--- config.mk ---
export PLATFORM = sky130hd
export DESIGN_NAME = hcep_emit
export DESIGN_NICKNAME = d
export VERILOG_FILES = /design/src/rtl/core/hcep_pkg.sv /design/src/rtl/core/hcep_emit.sv
export SDC_FILE = /design/constraint.sdc
export NUM_CORES = 1
export LEC_CHECK = 0
export BUFFER_PORTS_ARGS = -buffer_cell sky130_fd_sc_hd__buf_4
export CORE_MARGIN = 10
export CORE_UTILIZATION = 49
export DETAILED_ROUTE_END_ITERATION = 6
export PLACE_DENSITY = 0.84
export SLEW_MARGIN = 20
export SYNTH_ARGS = -nofsm -noshare
export SYNTH_HDL_FRONTEND = slang
export SYNTH_SLANG_ARGS = --single-unit
--- constraint.sdc ---
create_clock -name clk_i -period 2.65 [get_ports clk_i]
set_input_delay 0.1325 -clock clk_i [delete_from_list [all_inputs] [get_ports clk_i]]
set_output_delay 0.1325 -clock clk_i [all_outputs]
set_load 0.005 [all_outputs]
--- src/rtl/core/hcep_pkg.sv ---
`default_nettype none
// ----------------------------------------------------------------------------
// hcep_pkg
// Shared types and constants for the Huffman encoder and bit packer.
// ----------------------------------------------------------------------------
package hcep_pkg;

  // Table geometry
  localparam int SymbolCount = 256;
  localparam int MaxCodeLen  = 32;
  localparam int IdxW        = (SymbolCount > 1) ? $clog2(SymbolCount) : 1;
  localparam int CapLen      = (MaxCodeLen < 32) ? MaxCodeLen : 32;

  // Field widths
  localparam int SymW   = 8;
  localparam int CodeW  = 32;
  localparam int LenW   = 6;
  localparam int TotalW = 40;
  localparam int EntryW = LenW + CodeW;

  // Request codes; the fourth code is ignored
  typedef enum logic [1:0] {
    REQ_LOAD   = 2'd0,
    REQ_ENCODE = 2'd1,
    REQ_FLUSH  = 2'd2
  } req_e;

  // Result kinds
  typedef enum logic [1:0] {
    KIND_BYTE    = 2'd0,
    KIND_PAD     = 2'd1,
    KIND_END     = 2'd2,
    KIND_MISSING = 2'd3
  } kind_e;

  typedef struct packed {
    logic [1:0]      req_type;
    logic [SymW-1:0] symbol;
    logic [CodeW-1:0] code_bits;
    logic [LenW-1:0] code_length;
    logic            entry_present;
  } hcep_in_t;

  typedef struct packed {
    logic [7:0]        out_byte;
    logic [1:0]        result_kind;
    logic [TotalW-1:0] bit_total;
    logic              last;
  } hcep_out_t;

  // Table lookup result handed to the packer
  typedef struct packed {
    logic [1:0]       req;
    logic             hit;
    logic [LenW-1:0]  length;
    logic [CodeW-1:0] code;
  } hcep_look_t;

  // Burst of results handed to the emitter, first byte in the top bits
  typedef struct packed {
    logic [2:0]        count;
    logic [31:0]       bytes;
    logic [1:0]        kind;
    logic [TotalW-1:0] total;
  } hcep_burst_t;

endpackage
`default_nettype wire

--- src/rtl/core/hcep_emit.sv ---
`default_nettype none
// ----------------------------------------------------------------------------
// hcep_emit
// Output register: holds a burst of up to four results and hands them out
// one byte per item, first byte first.
// ----------------------------------------------------------------------------
module hcep_emit
  import hcep_pkg::*;
(
  input  wire logic        clk_i,
  input  wire logic        rst_ni,
  input  wire logic        load_i,
  input  wire hcep_burst_t burst_i,
  input  wire logic        out_stall_i,
  output logic             free_o,
  output logic             out_valid_o,
  output hcep_out_t        out_item_o
);

  logic [2:0]        cnt_q, cnt_d;
  logic [31:0]       bytes_q;
  logic [1:0]        kind_q;
  logic [TotalW-1:0] total_q;
  logic              take;

  assign take   = (cnt_q != 3'd0) && !out_stall_i;
  assign free_o = (cnt_q == 3'd0) || ((cnt_q == 3'd1) && take);

  // Result count
  always_comb begin
    cnt_d = cnt_q;
    if (load_i) begin
      cnt_d = burst_i.count;
    end else if (take) begin
      cnt_d = cnt_q - 3'd1;
    end
  end

  always_ff @(posedge clk_i or negedge rst_ni) begin
    if (!rst_ni) begin
      cnt_q <= '0;
    end else begin
      cnt_q <= cnt_d;
    end
  end

  // Payload: load a new burst or step to the next byte
  always_ff @(posedge clk_i) begin
    if (load_i) begin
      bytes_q <= burst_i.bytes;
      kind_q  <= burst_i.kind;
      total_q <= burst_i.total;
    end else if (take) begin
      bytes_q <= {bytes_q[23:0], 8'b0};
    end
  end

  assign out_valid_o            = (cnt_q != 3'd0);
  assign out_item_o.out_byte    = bytes_q[31:24];
  assign out_item_o.result_kind = kind_q;
  assign out_item_o.bit_total   = total_q;
  assign out_item_o.last        = (cnt_q == 3'd1);

endmodule
`default_nettype wire

==> metrics.txt <==
Switching Fraction=21.74%; fin crit share=81.19%; first-pass GRT wire length=12.00 mm; worst r2r src=cnt_q[0]; Hold Path Class=in -> reg; clk_lat worst skew=0.33 ns; setup tns final=0 ns; Logic pwr share=14.1%; Yosys top cell area share=77.93%; Iter 0 DRT Violations=96; Net Count, Synth=229; Slew Limit Fails=0; PortBufs=133; Clock Skew=0.005591 ns; final core utilization=80.92%; worst vdd ir=612.5 uV; Ports=134; hold path cells=3; clock root buffer=clkbuf_8; flop-to-flop setup slack=0.50 ns; Worst setup EP type=flip-flop; Slew headroom=50.50%; TritonCTS Buffers=9; mapped cell area=2851 sq um; Pre-Repair DR Iteration Count=4; via-per-instance ratio=4.719; htree depth=3; Die Y=96.29 microns; area leader, netlist=edfxtp_1; Final Cell Area=4511 sq um; DP Wirelength=5.253 mm; Reg clk slew, reported paths=0.07 ns; Routed Wire Length=8.180 mm; status=finished, final reports clean; WL per Instance=20.55 microns; CORE AREA=5574 sq um; Final Hold Viols=0; Synth cell types=18; Area Growth Syn to Fin=58.18%; Critical Path AT=2.11 ns; Core Rows=27; Synth Instances=145; Lkg Pwr=0.001901 uW; CP startpoint kind=flip-flop; Hold Crit Start=burst_i[76]; DR vias=1878; Setup CP Type=reg -> reg; Seq pwr share=52.5%; Congestion Overflow GR=0; maximum number of pins on one net before global-route repair=43; f_max=0.4648 GHz; TritonCTS clock tree=built; minimum clock period=2.151 ns; # diodes=0; GR Util All Layers=17.80%; max cap viols=0; share of cells above drive strength 1=53.07%; die footprint=9271 sq um; FF+latch count, synth=77; mean area per synthesized cell=19.67 sq um; Antenna Nets Post-Route=0; fin worst setup slack=0.4985 ns; Starting Density=51.16%; placed instance area=3867 sq um; Yosys warnings=0; initial antenna violation count=0; pre-CTS WS=0.6125 ns; P_sw=625.0 uW; Worst Path Max Fanout=32; worst-case reg-to-reg path depth=5; # DRC=0; RSZ-0062 raised after global routing=false; vias in the first global route=2091; r2r endpoint=bytes_q[2]; Power Dens Cells=637.4 nW/um^2; GPL Wtd Cong=0.7301; Final nets=405; largest cells by area after synthesis=edfxtp_1 78%, mux2_2 9.5%, dfrtp_1 2.6%, buf_4 2.1%, and2_1 1.8%; P_int=2250 uW; Clk network pwr share=33.4%; Die W=96.29 microns; post-layout power=2875 uW; clock sinks=77; commonest non-fill, non-tap cell in the layout=buf_4; Max Root-Sink Buffers=2; Hold Path Sink=cnt_q[2]; most frequent cells in the layout=134 x buf_4, 74 x edfxtp_1, 43 x dlygate4sd3_1; Final setup viols=0; Setup Fix Bufs, Post-CTS=0; Critical Path RT=2.61 ns; Worst Tran Pin Value=0.7425 ns; sequential area share after synthesis=80.56%
==> worst max-delay path by stage <==
stage | start | end | cells past startpoint
finish | cnt_q[0] | bytes_q[2] | 5
global route | cnt_q[0] | bytes_q[2] | 5
CTS | cnt_q[0] | bytes_q[15] | 5
detailed placement | cnt_q[0] | bytes_q[26] | 5
global placement | cnt_q[0] | bytes_q[27] | 5
floorplan | cnt_q[0] | bytes_q[0] | 5
==> area by class of cell <==
class                           instances  area [sq um]
Fill cell                             323          1064
Timing Repair Buffer                  177          1436
Clock buffer                            9         123.9
Inverter                                4         15.01
Multi-Input combinational cell         52         459.2
Tap cell                               72         90.09
Sequential cell                        77          2297
Clock inverter                          7         88.84
==> kinds of logic (layout without fill, tap and decap cells) <==
family          count (synthesis)  after routing  share of synthesized area, %
simple gates                   20             20                         4.037
compound gates                  4              4                        0.9216
buf+inv                        16            197                         3.335
mux                            25             25                         9.829
flops                          77             77                         80.56
fa+ha+maj                       3              3                         1.317
==> power groups by stage <==
stage          Clock [uW]  Combinational, uW  Sequential, uW
3_5_place_dp            0                346            1530
6_report              959                406            1510
5_1_grt              1010                440            1520
4_1_cts               952                402            1510
2_1_floorplan           0                116            1530
3_3_place_gp            0                335            1530
==> flip-flops by register name, summed over array words and instances (netlist names) <==
register and count:
total_q 40, bytes_q 32, cnt_q 3, kind_q 2
==> cells in the mapped netlist <==
cell and number:
or4_1 2, edfxtp_1 74, inv_1 4, or2_2 1, mux2_2 24, buf_2 4
nor2b_1 2, o211ai_1 1, mux2i_1 1, buf_4 8, nor2_1 2, o311ai_1 1
ha_1 3, and2_1 8, nand2b_1 2, dfrtp_1 3, o21ai_0 2, nand2_1 3
==> worst max-delay path, cell delays in order, from the launching register on <==
cell	delay [ns]
dfrtp_1	0.43
inv_1	0.10
ha_1	0.24
nor2b_1	0.19
nor2_1	0.18
or2_2	0.63
==> through the flow <==
step | hold WS [ns] | cells
global placement | -0.07599 | 339
CTS | 0.01166 | 398
finish | 0.02815 | 398
global route | 0.03150 | 398
detailed placement | -0.07500 | 339
floorplan | -0.1631 | 145
==> routing by layer <==
| layer | up-vias | GRT usage (%) | wire length, microns |
|---|---|---|---|
| met5 | - | 0 | 0 |
| met4 | 0 | 6.388 | 142 |
| met3 | 13 | 5.136 | 598 |
| met2 | 72 | 35.76 | 4961 |
| met1 | 905 | 16.19 | 2477 |
| li1 | 888 | - | - |
==> repair_timing <==
action / CTS / global route
gates resized for setup: 0 / 0
hold buffers: 43 / 0
endpoints found under the hold margin: 45 / 0
No activity file was read; power rests on OpenSTA's default activity.
