===== config.mk =====
export PLATFORM = sky130hd
export DESIGN_NAME = hcep_pack
export DESIGN_NICKNAME = d
export VERILOG_FILES = /design/src/rtl/core/hcep_pkg.sv /design/src/rtl/core/hcep_pack.sv
export SDC_FILE = /design/constraint.sdc
export NUM_CORES = 1
export LEC_CHECK = 0
export ABC_CLOCK_PERIOD_IN_PS = 4700
export BUFFER_PORTS_ARGS = -buffer_cell sky130_fd_sc_hd__buf_2
export CAP_MARGIN = 40
export CORE_MARGIN = 5
export CORE_UTILIZATION = 40
export CTS_CLUSTER_DIAMETER = 40
export DETAILED_ROUTE_END_ITERATION = 10
export RECOVER_POWER = 50
export SLEW_MARGIN = 20
export SYNTH_ARGS = -nofsm -noshare
export SYNTH_HDL_FRONTEND = slang
export SYNTH_SLANG_ARGS = --single-unit
export TNS_END_PERCENT = 5

===== constraint.sdc =====
create_clock -name clk_i -period 4.7 [get_ports clk_i]
set_input_delay 0.235 -clock clk_i [delete_from_list [all_inputs] [get_ports clk_i]]
set_output_delay 0.235 -clock clk_i [all_outputs]
set_load 0.01 [all_outputs]

===== src/rtl/core/hcep_pkg.sv =====
`default_nettype none
// ----------------------------------------------------------------------------
// hcep_pkg
// Shared types and constants for the Huffman encoder and bit packer.
// ----------------------------------------------------------------------------
package hcep_pkg;

  // Table geometry
  localparam int SymbolCount = 256;
  localparam int MaxCodeLen  = 32;
  localparam int IdxW        = (SymbolCount > 1) ? $clog2(SymbolCount) : 1;
  localparam int CapLen      = (MaxCodeLen < 32) ? MaxCodeLen : 32;

  // Field widths
  localparam int SymW   = 8;
  localparam int CodeW  = 32;
  localparam int LenW   = 6;
  localparam int TotalW = 40;
  localparam int EntryW = LenW + CodeW;

  // Request codes; the fourth code is ignored
  typedef enum logic [1:0] {
    REQ_LOAD   = 2'd0,
    REQ_ENCODE = 2'd1,
    REQ_FLUSH  = 2'd2
  } req_e;

  // Result kinds
  typedef enum logic [1:0] {
    KIND_BYTE    = 2'd0,
    KIND_PAD     = 2'd1,
    KIND_END     = 2'd2,
    KIND_MISSING = 2'd3
  } kind_e;

  typedef struct packed {
    logic [1:0]      req_type;
    logic [SymW-1:0] symbol;
    logic [CodeW-1:0] code_bits;
    logic [LenW-1:0] code_length;
    logic            entry_present;
  } hcep_in_t;

  typedef struct packed {
    logic [7:0]        out_byte;
    logic [1:0]        result_kind;
    logic [TotalW-1:0] bit_total;
    logic              last;
  } hcep_out_t;

  // Table lookup result handed to the packer
  typedef struct packed {
    logic [1:0]       req;
    logic             hit;
    logic [LenW-1:0]  length;
    logic [CodeW-1:0] code;
  } hcep_look_t;

  // Burst of results handed to the emitter, first byte in the top bits
  typedef struct packed {
    logic [2:0]        count;
    logic [31:0]       bytes;
    logic [1:0]        kind;
    logic [TotalW-1:0] total;
  } hcep_burst_t;

endpackage
`default_nettype wire


===== src/rtl/core/hcep_pack.sv =====
`default_nettype none
// ----------------------------------------------------------------------------
// hcep_pack
// Bit packer: joins pending bits with the looked-up code, cuts whole bytes,
// keeps the running bit total and builds the result burst of each item.
// ----------------------------------------------------------------------------
module hcep_pack
  import hcep_pkg::*;
(
  input  wire logic        clk_i,
  input  wire logic        rst_ni,
  input  wire logic        look_valid_i,
  input  wire hcep_look_t  look_i,
  input  wire logic        emit_free_i,
  output logic             advance_o,
  output logic             burst_load_o,
  output hcep_burst_t      burst_o
);

  logic [6:0]        pend_q, pend_d;
  logic [2:0]        cnt_q, cnt_d;
  logic [TotalW-1:0] total_q, total_d;

  logic [TotalW:0]   sum;
  logic [TotalW-1:0] total_sat;
  logic [39:0]       mask, joined, aligned;
  logic [5:0]        nbits;
  logic [2:0]        nbytes, rem;
  logic [31:0]       enc_bytes;
  logic [6:0]        new_pend;
  logic [7:0]        pad_byte;

  // Saturating bit total
  assign sum       = {1'b0, total_q} + (TotalW + 1)'(look_i.length);
  assign total_sat = sum[TotalW] ? '1 : sum[TotalW-1:0];

  // Pending bits followed by the code, right-aligned
  assign mask    = ~({40{1'b1}} << look_i.length);
  assign joined  = ({33'b0, pend_q} << look_i.length) | ({8'b0, look_i.code} & mask);
  assign nbits   = 6'(cnt_q) + look_i.length;
  assign nbytes  = nbits[5:3];
  assign rem     = nbits[2:0];
  assign aligned = joined >> rem;
  assign enc_bytes = aligned[31:0] << {3'd4 - nbytes, 3'b000};
  assign new_pend  = joined[6:0] & ~(7'h7f << rem);

  // Final partial byte, zero-padded on the right
  assign pad_byte = {pend_q, 1'b0} << (3'd7 - cnt_q);

  always_comb begin
    pend_d        = pend_q;
    cnt_d         = cnt_q;
    total_d       = total_q;
    burst_o.count = 3'd0;
    burst_o.bytes = '0;
    burst_o.kind  = KIND_BYTE;
    burst_o.total = total_q;
    unique case (look_i.req)
      REQ_ENCODE: begin
        if (!look_i.hit) begin
          burst_o.count = 3'd1;
          burst_o.kind  = KIND_MISSING;
        end else begin
          burst_o.count = nbytes;
          burst_o.bytes = enc_bytes;
          burst_o.total = total_sat;
          pend_d        = new_pend;
          cnt_d         = rem;
          total_d       = total_sat;
        end
      end
      REQ_FLUSH: begin
        burst_o.count = 3'd1;
        if (cnt_q != 3'd0) begin
          burst_o.kind  = KIND_PAD;
          burst_o.bytes = {pad_byte, 24'b0};
        end else begin
          burst_o.kind  = KIND_END;
        end
        pend_d  = '0;
        cnt_d   = '0;
        total_d = '0;
      end
      default: begin
        // load or unknown request: no results, packer state untouched
      end
    endcase
  end

  // Items without results need no room in the emitter
  assign advance_o    = look_valid_i && ((burst_o.count == 3'd0) || emit_free_i);
  assign burst_load_o = advance_o && (burst_o.count != 3'd0);

  always_ff @(posedge clk_i or negedge rst_ni) begin
    if (!rst_ni) begin
      pend_q  <= '0;
      cnt_q   <= '0;
      total_q <= '0;
    end else if (advance_o) begin
      pend_q  <= pend_d;
      cnt_q   <= cnt_d;
      total_q <= total_d;
    end
  end

endmodule
`default_nettype wire


==> results.md, run 1 <==
* Pwr Density at 477.5 mW/mm^2
* Final Hold Vio Count at 0
* Share of the synthesized area in the top cell type at 0.1570
* Gpl congestion at 1.022
* Worst skew pair latency at 300 ps
* Pre-CTS setup slack at 819.6 ps
* Crit share post-route at 0.9249
* Vias per Instance at 6.522
* MaxCap Viol Count at 1
* Worst slew pin tran at 2860 ps
* Outcome: complete, but fails checks
* Post-synthesis sequential area ratio at 0.1570
* Die area at 0.02285 mm^2
* Post_cts resized at 0
* Final setup fails at 0
* Slew margin rel. at -0.9066
* FF-to-FF Start: cnt_q[1]
* Final TNS setup at 0 ps
* Failing checks: max-capacitance violations, max-slew violations
* Final WL at 31.78 mm
* WP data required at 4890 ps
* Starting Density at 0.4082
* CTS Hold Bufs at 0
* ANT nets after route at 0
* Commonest cells after routing, fill and taps aside: 144 x a21oi_1, 112 x buf_2, 108 x nand2_1
* Die W at 151.2 um
* Startpoint Class: flip-flop
* Static leakage at 3.735 nW
* Largest cells by area after synthesis: dfrtp_1 16%, a21oi_1 9.0%, nand2_1 5.1%
* Fraction of layout instances using a drive strength above 1 at 0.1901
* Worst VDD drop at 0.0002433 V
* Max frequency at 230.0 MHz
* Drt first-iter violations at 964
* Clk sink count at 50
* First-pass GRT wire length at 48.82 mm
* # Post-CTS Setup Buffers at 0
* Initial antenna violation count at 0
* Crit path capture type: flip-flop
* Pin count of the biggest net entering global routing at 51
* H-Tree Depth at 2
* Synth Flop Type: dfrtp_1
* Crit path time final at 4347 ps
* Routed via count at 9,379
* Post-Syn Nets at 1,162
* Worst-path fanout max at 32
* CTS tree: done
* Hold worst-path end: pend_q[0]
* ANT cells at 0
* RSZ-0062 raised after global routing: false
* Design area at 0.008811 mm^2
* DIE HEIGHT at 151.2 um
* Synth warnings at 0
* Number of CTS-inserted buffers at 5
* Share of async-settable or async-resettable flops after synthesis at 1.000
* Post-route setup slack at 352.8 ps
* Grt ovf at 0
* Vias in the first global route at 8,634
* Final Util at 0.4512
* Synthesized area at 0.007970 mm^2
* CP Data Arrival Time at 4530 ps
* HP Class: in2reg
* Slew Viols, Final at 51
* WL/cell at 22.10 um
* GRT Overall Usage at 0.2695
* Clk buf depth at 2
* Number of register bits inferred by synthesis at 50
* Min-Delay Path Depth at 4
* FF-to-FF End: cnt_q[2]
* R2r setup slk at 350 ps
* Cell count after synthesis at 1,103
* Port Buf Inserts at 123
* Min-delay src: look_i[0]
* Pwr Total at 4.207 mW
* Post-synth EDFFs at 0
* Drt pass-1 iters at 7
* Worst reg-to-reg path cell count at 11
* I/O Pins at 124
* Clock Skews at 7.133 ps
* Commonest non-fill, non-tap cell in the layout: a21oi_1
* Post-synth top area cell: dfrtp_1
* Final-stage net count at 1,231
* CTS clk-pin slew, worst paths at 70 ps
* Hpwl dp at 24.04 mm
* Placed cell areas at 0.008677 mm^2
* FP Rows at 51
* Synth-to-layout area growth at 10.55%
* DRC at 0
* Syn_area_per_cell at 7.226 um^2
* Core ar. at 0.01953 mm^2
* Root buf cell: clkbuf_16
* Post-synthesis cell type count at 98
* Crit Path Class: reg2reg
## final cells by class
cell class                      count  area (um^2)
Clock buffer                        6        138.9
Sequential cell                    50         1251
Timing Repair Buffer              162        884.6
Clock inverter                      2        16.27
Tap cell                          265        331.6
Inverter                           26        97.59
Fill cell                        2072        10720
Multi-Input combinational cell    927         6091
## layer usage
| metal | track usage | up-vias | wire [um] |
|---|---|---|---|
| li1 | - | 4390 | - |
| met5 | 0 | - | 0 |
| met4 | 0.09383 | 0 | 1145 |
| met1 | 0.3804 | 4392 | 13670 |
| met3 | 0.03980 | 74 | 2730 |
| met2 | 0.4204 | 523 | 14230 |
## cell families (layout without fill, tap and decap cells)
logic type,Yosys count,count (layout),synth area share
adders and majority gates,14,14,0.02386
and+or+nand+nor,369,369,0.2243
muxes,66,66,0.1074
DFF,50,50,0.1570
xor gates and xnor gates,10,10,0.01272
AOI/OAI and AO/OA,468,468,0.3904
buffers and inverters,126,196,0.08430
## worst max-delay path, cell delays in order, from the launching register on
cell	delay, ps
dfrtp_1	680
ha_1	350
a21o_1	180
a21oi_1	240
xnor2_2	150
clkinv_1	110
buf_4	270
a41o_1	330
o211ai_1	180
clkbuf_1	870
or2_2	480
mux2_2	370
## through the flow
stage               instances  hold WS, ps
floorplan                1103       -60.59
detailed placement       1428        395.7
finish                   1438        374.4
global route             1438        399.8
global placement         1427        402.4
CTS                      1436        76.70
## Yosys cell counts, types with 5 or more instances
cell type and instances:
a41oi_1 6, nand3_1 41, a221oi_1 7, nand2b_1 6
and2_1 9, mux2i_1 34, inv_1 22, o21ai_0 73
o22ai_1 13, a211oi_1 21, or3_1 5, nor2b_1 11
a22oi_1 11, o32ai_1 5, buf_2 20, buf_1 5
buf_4 12, o311ai_0 9, buf_6 11, nor3_1 36
or2_2 6, xnor2_1 7, a211o_1 6, nand4_1 11
a21oi_1 144, and3_1 15, a31o_2 11, ha_1 12
dfrtp_1 50, o31ai_1 16, a21o_1 24, a2bb2oi_1 5
o211ai_1 15, clkbuf_1 47, mux4_2 13, mux2_2 15
nand2_1 108, o21a_1 6, a31oi_1 30, and4_1 6
nor2_1 92
## sequential cells by signal, summed over array words and instances, names as in the netlist
name	count
pend_q	7
cnt_q	3
total_q	40
## report_power, final
group / internal, mW / switching (mW)
clock: 0.214 / 0.178
sequential: 0.496 / 0.161
combinational: 1.16 / 2.00
## how the worst max path moves through the flow
stage | start | endpoint | cells past startpoint | slack [ps]
2_1_floorplan | cnt_q[2] | burst_o[73] | 12 | 1070
3_3_place_gp | cnt_q[0] | burst_o[73] | 10 | 880
3_5_place_dp | cnt_q[0] | burst_o[71] | 14 | 820
4_1_cts | cnt_q[0] | burst_o[71] | 14 | 490
5_1_grt | cnt_q[1] | cnt_q[2] | 11 | 130
6_report | cnt_q[1] | cnt_q[2] | 11 | 350
No activity file was read; power rests on OpenSTA's default activity.
==> run 2, diff against run 1 <==
--- a/config.mk
+++ b/config.mk
@@ -5,6 +5,7 @@
 export SDC_FILE = /design/constraint.sdc
 export NUM_CORES = 1
 export LEC_CHECK = 0
+export ABC_AREA = 1
 export ABC_CLOCK_PERIOD_IN_PS = 4700
 export BUFFER_PORTS_ARGS = -buffer_cell sky130_fd_sc_hd__buf_2
 export CAP_MARGIN = 40
==> run 2 against run 1 <==
Cell count rose by 17%. Synthesized area fell by 5.9%. The run still ends with max-capacitance violations, max-slew violations left. Critical path type is now reg2out. Non-clock buffer count fell by 25. Clock power rose by 24%. Hold slack got worse by 31 ps.
==> results.md, run 2 <==
* Outcome: complete, but fails checks
* Failing checks: max-capacitance violations, max-slew violations
* Startpoint Class: flip-flop
* # Post-CTS Setup Buffers at 0 (unchanged)
* XOR/XNOR share of the synthesized area at 0.02352 (+0.01080)
* Min-delay src: look_i[1]
* I/O Pins at 124 (unchanged)
* Mux cell area share after synthesis at 0.001334 (-0.1060)
* Crit path capture type: output port
* Die area at 0.02159 mm^2 (-5.5%)
* Pre-CTS setup slack at 1033 ps (+213.8 ps)
* Worst slew pin tran at 2939 ps (+79.58 ps)
* Worst VDD drop at 0.0003211 V (+32%)
* Drt first-iter violations at 1,255 (+30%)
* Final WL at 31.00 mm (-2.5%)
* HP Class: in2reg
* MaxCap Viol Count at 1 (unchanged)
* Synthesized area at 0.007502 mm^2 (-5.9%)
* CP peak stage delay at 550 ps (-320 ps)
* Gpl congestion at 0.9657 (-5.5%)
* Vias in the first global route at 8,768 (+1.6%)
* Core ar. at 0.01858 mm^2 (-4.8%)
* Post-Syn Nets at 1,422 (+22%)
* Max layer used: met4
* Clk sink count at 50 (unchanged)
* Grt ovf at 0 (unchanged)
* Placed cell areas at 0.008219 mm^2 (-5.3%)
* Number of register bits inferred by synthesis at 50 (unchanged)
* Post-synthesis simple-gate area fraction at 0.5254 (+0.3010)
* Synth Flop Type: dfrtp_1
* Fraction of layout instances using a drive strength above 1 at 0.1093 (-0.08077)
* Drt pass-1 iters at 6 (-1)
* Post-synthesis sequential area ratio at 0.1668 (+0.009792)
* Complex-gate fraction of the synthesized area at 0.1478 (-0.2427)
* M1 WL at 15.07 mm (+10%)
* Worst-path fanout max at 17 (-47%)
* CTS Hold Bufs at 0 (unchanged)
* FP Rows at 50 (-2.0%)
* Die W at 147.0 um (-2.8%)
* DRC at 0 (unchanged)
* Number of CTS-inserted buffers at 5 (unchanged)
* Clk buf depth at 2 (unchanged)
* Largest cells by area after synthesis: nand3_1 21%, nand2_1 19%, dfrtp_1 17%
* Post-synth top cells: 385 x nand2_1, 313 x nand3_1, 130 x inv_1
* Hold worst-path end: pend_q[1]
* FF-to-FF Start: cnt_q[0]
* Max FFs per register at 40 (unchanged)
* GRT Overall Usage at 0.2747 (+0.005237)
* Post-synthesis cell type count at 48 (-51%)
* Share of async-settable or async-resettable flops after synthesis at 1.000 (unchanged)
* Largest registers: total_q (40), pend_q (7), cnt_q (3)
* Hpwl dp at 24.36 mm (+1.3%)
* Crit path time final at 4175 ps (-172.7 ps)
* Met3 Wirelength at 3.464 mm (+27%)
* Pwr Density at 506.4 mW/mm^2 (+6.1%)
* Max frequency at 239.5 MHz (+4.1%)
* Final Hold Vio Count at 0 (unchanged)
* Top reg by flops: total_q
* Initial antenna violation count at 0 (unchanged)
* Slew Viols, Final at 51 (unchanged)
* Post-synthesis adder-cell area fraction at 0.02535 (+0.001488)
* Post-synth top area cell: nand3_1
* Share of the synthesized area in the top cell type at 0.2088 (+0.05182)
* Vias per Instance at 5.820 (-11%)
* Fill cells at 2,119 (+2.3%)
* Commonest cells after routing, fill and taps aside: 389 x nand2_1, 314 x nand3_1, 131 x inv_1
* Most frequent cell after synthesis: nand2_1
* Worst skew pair latency at 300 ps (about the same)
* ANT cells at 0 (unchanged)
* Synth-to-layout area growth at 11.49%
* Design area at 0.008364 mm^2 (-5.1%)
* Syn_area_per_cell at 5.504 um^2 (-24%)
* WP data required at 4470 ps (-420 ps)
* Final-stage net count at 1,503 (+22%)
* CP Data Arrival Time at 3940 ps (-590 ps)
* Synth warnings at 0 (unchanged)
* Slew margin rel. at -0.9596 (-0.05305)
* Min-Delay Path Depth at 5 (+1)
* First-pass GRT wire length at 48.31 mm (-1.0%)
* Crit share post-route at 0.8882 (-0.03674)
* CTS clk-pin slew, worst paths at 70 ps (about the same)
* Final setup fails at 0 (unchanged)
* DIE HEIGHT at 147.0 um (-2.8%)
* Root buf cell: clkbuf_16
* Commonest non-fill, non-tap cell in the layout: nand2_1
* H-Tree Depth at 2 (unchanged)
* Cell count after synthesis at 1,363 (+24%)
* Worst path slowest cell: dfrtp_1
* Main combinational cell family by area after synthesis: simple AND/OR/NAND/NOR gates
* Post-synth EDFFs at 0 (unchanged)
* CTS tree: done
* Worst reg-to-reg path cell count at 15 (+4)
* FF-to-FF End: total_q[11]
* WL/cell at 18.46 um (-16%)
* ANT nets after route at 0 (unchanged)
* Post-route setup slack at 525.5 ps (+172.7 ps)
* Final TNS setup at 0 ps (unchanged)
* CP Cell Sequence: ha_1 -> fa_1 -> nand2_1 -> inv_1 -> o21ai_0 -> xor2_1 -> ha_1 -> clkinv_1 -> nor2_1 -> nand2_1 -> o21ai_0 -> buf_2
* Pin count of the biggest net entering global routing at 51 (unchanged)
* Routed via count at 9,772 (+4.2%)
* R2r setup slk at 770 ps (+420 ps)
* RSZ-0062 raised after global routing: false
* DR WL met2 at 12.01 mm (-16%)
* Post_cts resized at 0 (unchanged)
* Port Buf Inserts at 123 (unchanged)
* Static leakage at 4.164 nW (+11%)
* Starting Density at 0.4038 (-0.004405)
* Crit Path Class: reg2out
* Clock Skews at 5.668 ps (-1.465 ps)
[run 2: layer usage]
metal,vias up,track usage
met4,0,0.04240
met2,549,0.3768
li1,4754,-
met1,4431,0.4411
met5,-,0
met3,38,0.05953
[run 2: stage by stage]
stage / power (mW) / instances / hold WS (ps) / util
after global routing: 4.568 / 1679 / 364.3 / 0.4502
after detailed placement: 3.622 / 1669 / 399.1 / 0.4424
after floorplan: 2.736 / 1363 / -60.59 / -
after CTS: 4.115 / 1677 / 84.11 / 0.4528
final: 4.236 / 1679 / 343.3 / 0.4502
after global placement: 3.630 / 1669 / 404.3 / 0.4424
[run 2: critical path, delay by kind of cell, from the launching register on]
kind | cells | cell delay [ps]
AO/OA/AOI/OAI | 2 | 420
adder cells (fa/ha/maj) | 3 | 1220
XOR/XNOR | 1 | 140
AND/OR/NAND/NOR | 3 | 770
flip-flops | 1 | 550
buffers and inverters | 3 | 530
[run 2: layout make-up]
cell class	count	area, um^2	share of cell area
well taps	234	292.8	0.03500
inverters	142	539.3	0.06447
flip-flops and latches	50	1251	0.1496
multi-input cells	1108	5374	0.6425
clock inverters	3	68.82	0.008227
clock buffers	5	125.1	0.01496
repair buffers	137	713.2	0.08527
[run 2: how the worst max path moves through the flow]
| stage | start | endpoint | slack [ps] | cells after the start |
|---|---|---|---|---|
| after floorplan | cnt_q[2] | burst_o[59] | 1570 | 11 |
| after global placement | cnt_q[0] | burst_o[59] | 1180 | 12 |
| after detailed placement | cnt_q[0] | burst_o[66] | 1030 | 12 |
| after CTS | cnt_q[0] | burst_o[66] | 690 | 12 |
| after global routing | cnt_q[0] | burst_o[66] | 220 | 15 |
| final | cnt_q[0] | burst_o[66] | 530 | 12 |
[run 2: where the power goes]
group          total (mW)  switching, mW  internal [mW]
registers           0.691          0.161          0.530
logic                3.06           2.15          0.914
clock network       0.486          0.180          0.306
[run 2: logic make-up (layout without fill, tap and decap cells)]
family | Yosys count | after routing
AOI/OAI and AO/OA | 200 | 200
xor gates and xnor gates | 18 | 18
adders and majority gates | 14 | 14
buffers and inverters | 205 | 287
DFF | 50 | 50
muxes | 1 | 1
and+or+nand+nor | 875 | 875
==> run 3, diff against run 2 <==
--- a/config.mk
+++ b/config.mk
@@ -6,13 +6,15 @@
 export NUM_CORES = 1
 export LEC_CHECK = 0
 export ABC_AREA = 1
-export ABC_CLOCK_PERIOD_IN_PS = 4700
+export ABC_CLOCK_PERIOD_IN_PS = 3460
 export BUFFER_PORTS_ARGS = -buffer_cell sky130_fd_sc_hd__buf_2
 export CAP_MARGIN = 40
 export CORE_MARGIN = 5
 export CORE_UTILIZATION = 40
 export CTS_CLUSTER_DIAMETER = 40
 export DETAILED_ROUTE_END_ITERATION = 10
+export GPL_TIMING_DRIVEN = 0
+export PLACE_DENSITY = 0.7
 export RECOVER_POWER = 50
 export SLEW_MARGIN = 20
 export SYNTH_ARGS = -nofsm -noshare
==> constraint.sdc (replaced) <==
create_clock -name clk_i -period 3.46 [get_ports clk_i]
set_input_delay 0.173 -clock clk_i [delete_from_list [all_inputs] [get_ports clk_i]]
set_output_delay 0.173 -clock clk_i [all_outputs]
set_load 0.01 [all_outputs]
==> run 3 against run 2 <==
The flow now finishes without violations. Sequential cell count is the same. Hold slack gained 7.1 ps. Cell area grew 4.8%. Die area is the same. Register-to-register slack lost 560 ps. Cell count grew 3.4%. Sequential share of layout area shrank 0.67 points. Via count grew 5.6%. Global-route usage grew 3.5 points. Utilization grew 2.1 points. Critical path type unchanged. Critical endpoint is now burst_o[72]. Largest power group unchanged.
==> results.md, run 3 (synthesis gave the netlist of run 2 again) <==
* Max FFs per register at 40 (unchanged)
* Pin count of the biggest net entering global routing at 51 (unchanged)
* Outcome: complete, no violations
* Synth-to-layout area growth at 16.79%
* Cell Count, Final, Fillers Out at 1,736 (+3.4%)
* CP Data Arrival Time at 3200 ps (-740 ps)
* Worst slew pin tran at 1300 ps (-1639 ps)
* DIE HEIGHT at 147.0 um (unchanged)
* GRT Overall Usage at 0.3099 (+0.03518)
* Drt pass-1 iters at 9 (+3)
* Gpl congestion at 1.056 (+9.3%)
* Crit path time final at 3376 ps
* Post-route setup slack at 83.91 ps (-441.6 ps)
* I/O Pins at 124 (unchanged)
* FP Rows at 50 (unchanged)
* M2 GR Usage at 0.4780 (+0.1012)
* Vias in the first global route at 9,403 (+7.2%)
* Design area at 0.008762 mm^2 (+4.8%)
* Multi-input logic area at 0.005532 mm^2 (+2.9%)
* H-Tree Depth at 2 (unchanged)
* Placed cells at 1,720 (+3.1%)
* CTS clk-pin slew, worst paths at 80 ps (about the same)
* Crit path capture type: output port
* Busiest grt layer: met2
* MaxCap Viol Count at 0 (-1)
* Core ar. at 0.01858 mm^2 (unchanged)
* Slew Viols, Final at 0 (-100%)
* Hpwl dp at 28.30 mm (+16%)
* WL/cell at 20.11 um (+8.9%)
* Commonest cells after routing, fill and taps aside: 383 x nand2_1, 311 x nand3_1, 139 x buf_2
* Met1 Use GR at 0.4454 (+0.004270)
* CTS tree: done
* Worst-path fanout max at 10 (-7)
* Clk buf depth at 2 (unchanged)
* Fraction of layout instances using a drive strength above 1 at 0.1485 (+0.03913)
* Starting Density at 0.4038 (unchanged)
* Final Util at 0.4716 (+0.02141)
* Port Buf Inserts at 123 (unchanged)
* ANT cells at 0 (unchanged)
* First-pass GRT wire length at 53.32 mm (+10%)
* Sequential cell area at 0.001252 mm^2 (about the same)
* Top reg by flops: total_q
* WP data required at 3290 ps (-1180 ps)
* Fill cells at 2,031 (-4.2%)
* Routed via count at 10,320 (+5.6%)
* Hold slack final at 350.4 ps (+7.093 ps)
* Initial antenna violation count at 0 (unchanged)
* Largest registers: total_q (40), pend_q (7), cnt_q (3)
* Slew margin rel. at 0.1331 (+1.093)
* Commonest non-fill, non-tap cell in the layout: nand2_1
* Final WL at 34.91 mm (+13%)
* Crit share post-route at 0.9757
* Pwr Total at 5.963 mW (+41%)
* Worst skew pair latency at 300 ps (about the same)
* Static leakage at 4.381 nW (+5.2%)
* Clk sink count at 50 (unchanged)
* Vias per Instance at 5.947 (+2.2%)
* Root buf cell: clkbuf_16
* Pre-CTS setup slack at -600.9 ps (-1634 ps)
* Startpoint Class: flip-flop
* GR Util met3 at 0.05367 (-0.005861)
* Number of CTS-inserted buffers at 5 (unchanged)
* Final TNS setup at 0 ps (unchanged)
* Final-stage net count at 1,560 (+3.8%)
* Die W at 147.0 um (unchanged)
* Pwr Density at 680.6 mW/mm^2 (+34%)
* Grt ovf at 0 (unchanged)
* Crit Path Class: reg2out
* Clock Skews at 7.747 ps (+2.079 ps)
* DRC at 0 (unchanged)
* Die area at 0.02159 mm^2 (unchanged)
* Worst VDD drop at 0.0002524 V (-21%)
* HP Class: in2reg
* Max frequency at 296.2 MHz
* Placed cell areas at 0.008413 mm^2 (+2.4%)
* Final Hold Vio Count at 0 (unchanged)
* Final setup fails at 0 (unchanged)
* Drt first-iter violations at 1,166 (-7.1%)
* ANT nets after route at 0 (unchanged)
run 3: changes by cell type in the layout (fill, tap and decap cells not counted), moves of 4 or more:
cell,delta
nor2_4,+5
nand2_1,-6
clkbuf_1,+9
clkbuf_2,+10
buf_2,+31
buf_1,+4
nand2_2,+4
run 3: timing repair:
action	CTS	global route
hold endpoints to repair	50	0
buffers inserted	3	6
pin swaps	3	4
endpoints found under the setup margin	32	49
resized for setup	21	27
hold buffers	1	0
run 3: layer usage:
layer | vias up | wire (um)
met5 | - | 0
met4 | 0 | 1102
met3 | 82 | 3769
met2 | 618 | 15080
met1 | 4750 | 14960
li1 | 4874 | -
run 3: final timing paths:
check                              from           to  slack, ps  cells past startpoint
max                            cnt_q[0]  burst_o[72]         80                     13
min                        look_valid_i  total_q[21]        350                      4
max reg2reg                    cnt_q[0]  total_q[18]        210                     15
min reg2reg                  total_q[3]   total_q[3]        560                      2
max in group asynchronous        rst_ni     cnt_q[0]       1890                      2
min in group asynchronous        rst_ni  total_q[18]        680                      2
run 3: area by class of cell:
cell class,count,area share
clock buffers,5,0.01428
plain buffers,61,0.03413
clock inverters,3,0.003284
repair buffers,133,0.07868
flip-flops and latches,50,0.1429
multi-input cells,1108,0.6313
well taps,234,0.03341
inverters,142,0.06197
run 3: worst max-delay path, stage by stage (launching register included):
cell      delay [ps]
dfrtp_2          460
ha_1             230
fa_1             380
nand2_1           80
inv_1             80
nor2_1           270
clkbuf_1         500
nand4_1          290
nand3_1          210
nand3_1           90
nand3_1           90
nand2_1           50
inv_1             50
buf_2            120
run 3: power by group:
group / internal (mW) / leakage, nW / switching, mW
clock network: 0.277 / 0.0759 / 0.261
registers: 0.720 / 0.670 / 0.238
logic: 1.34 / 3.64 / 3.13
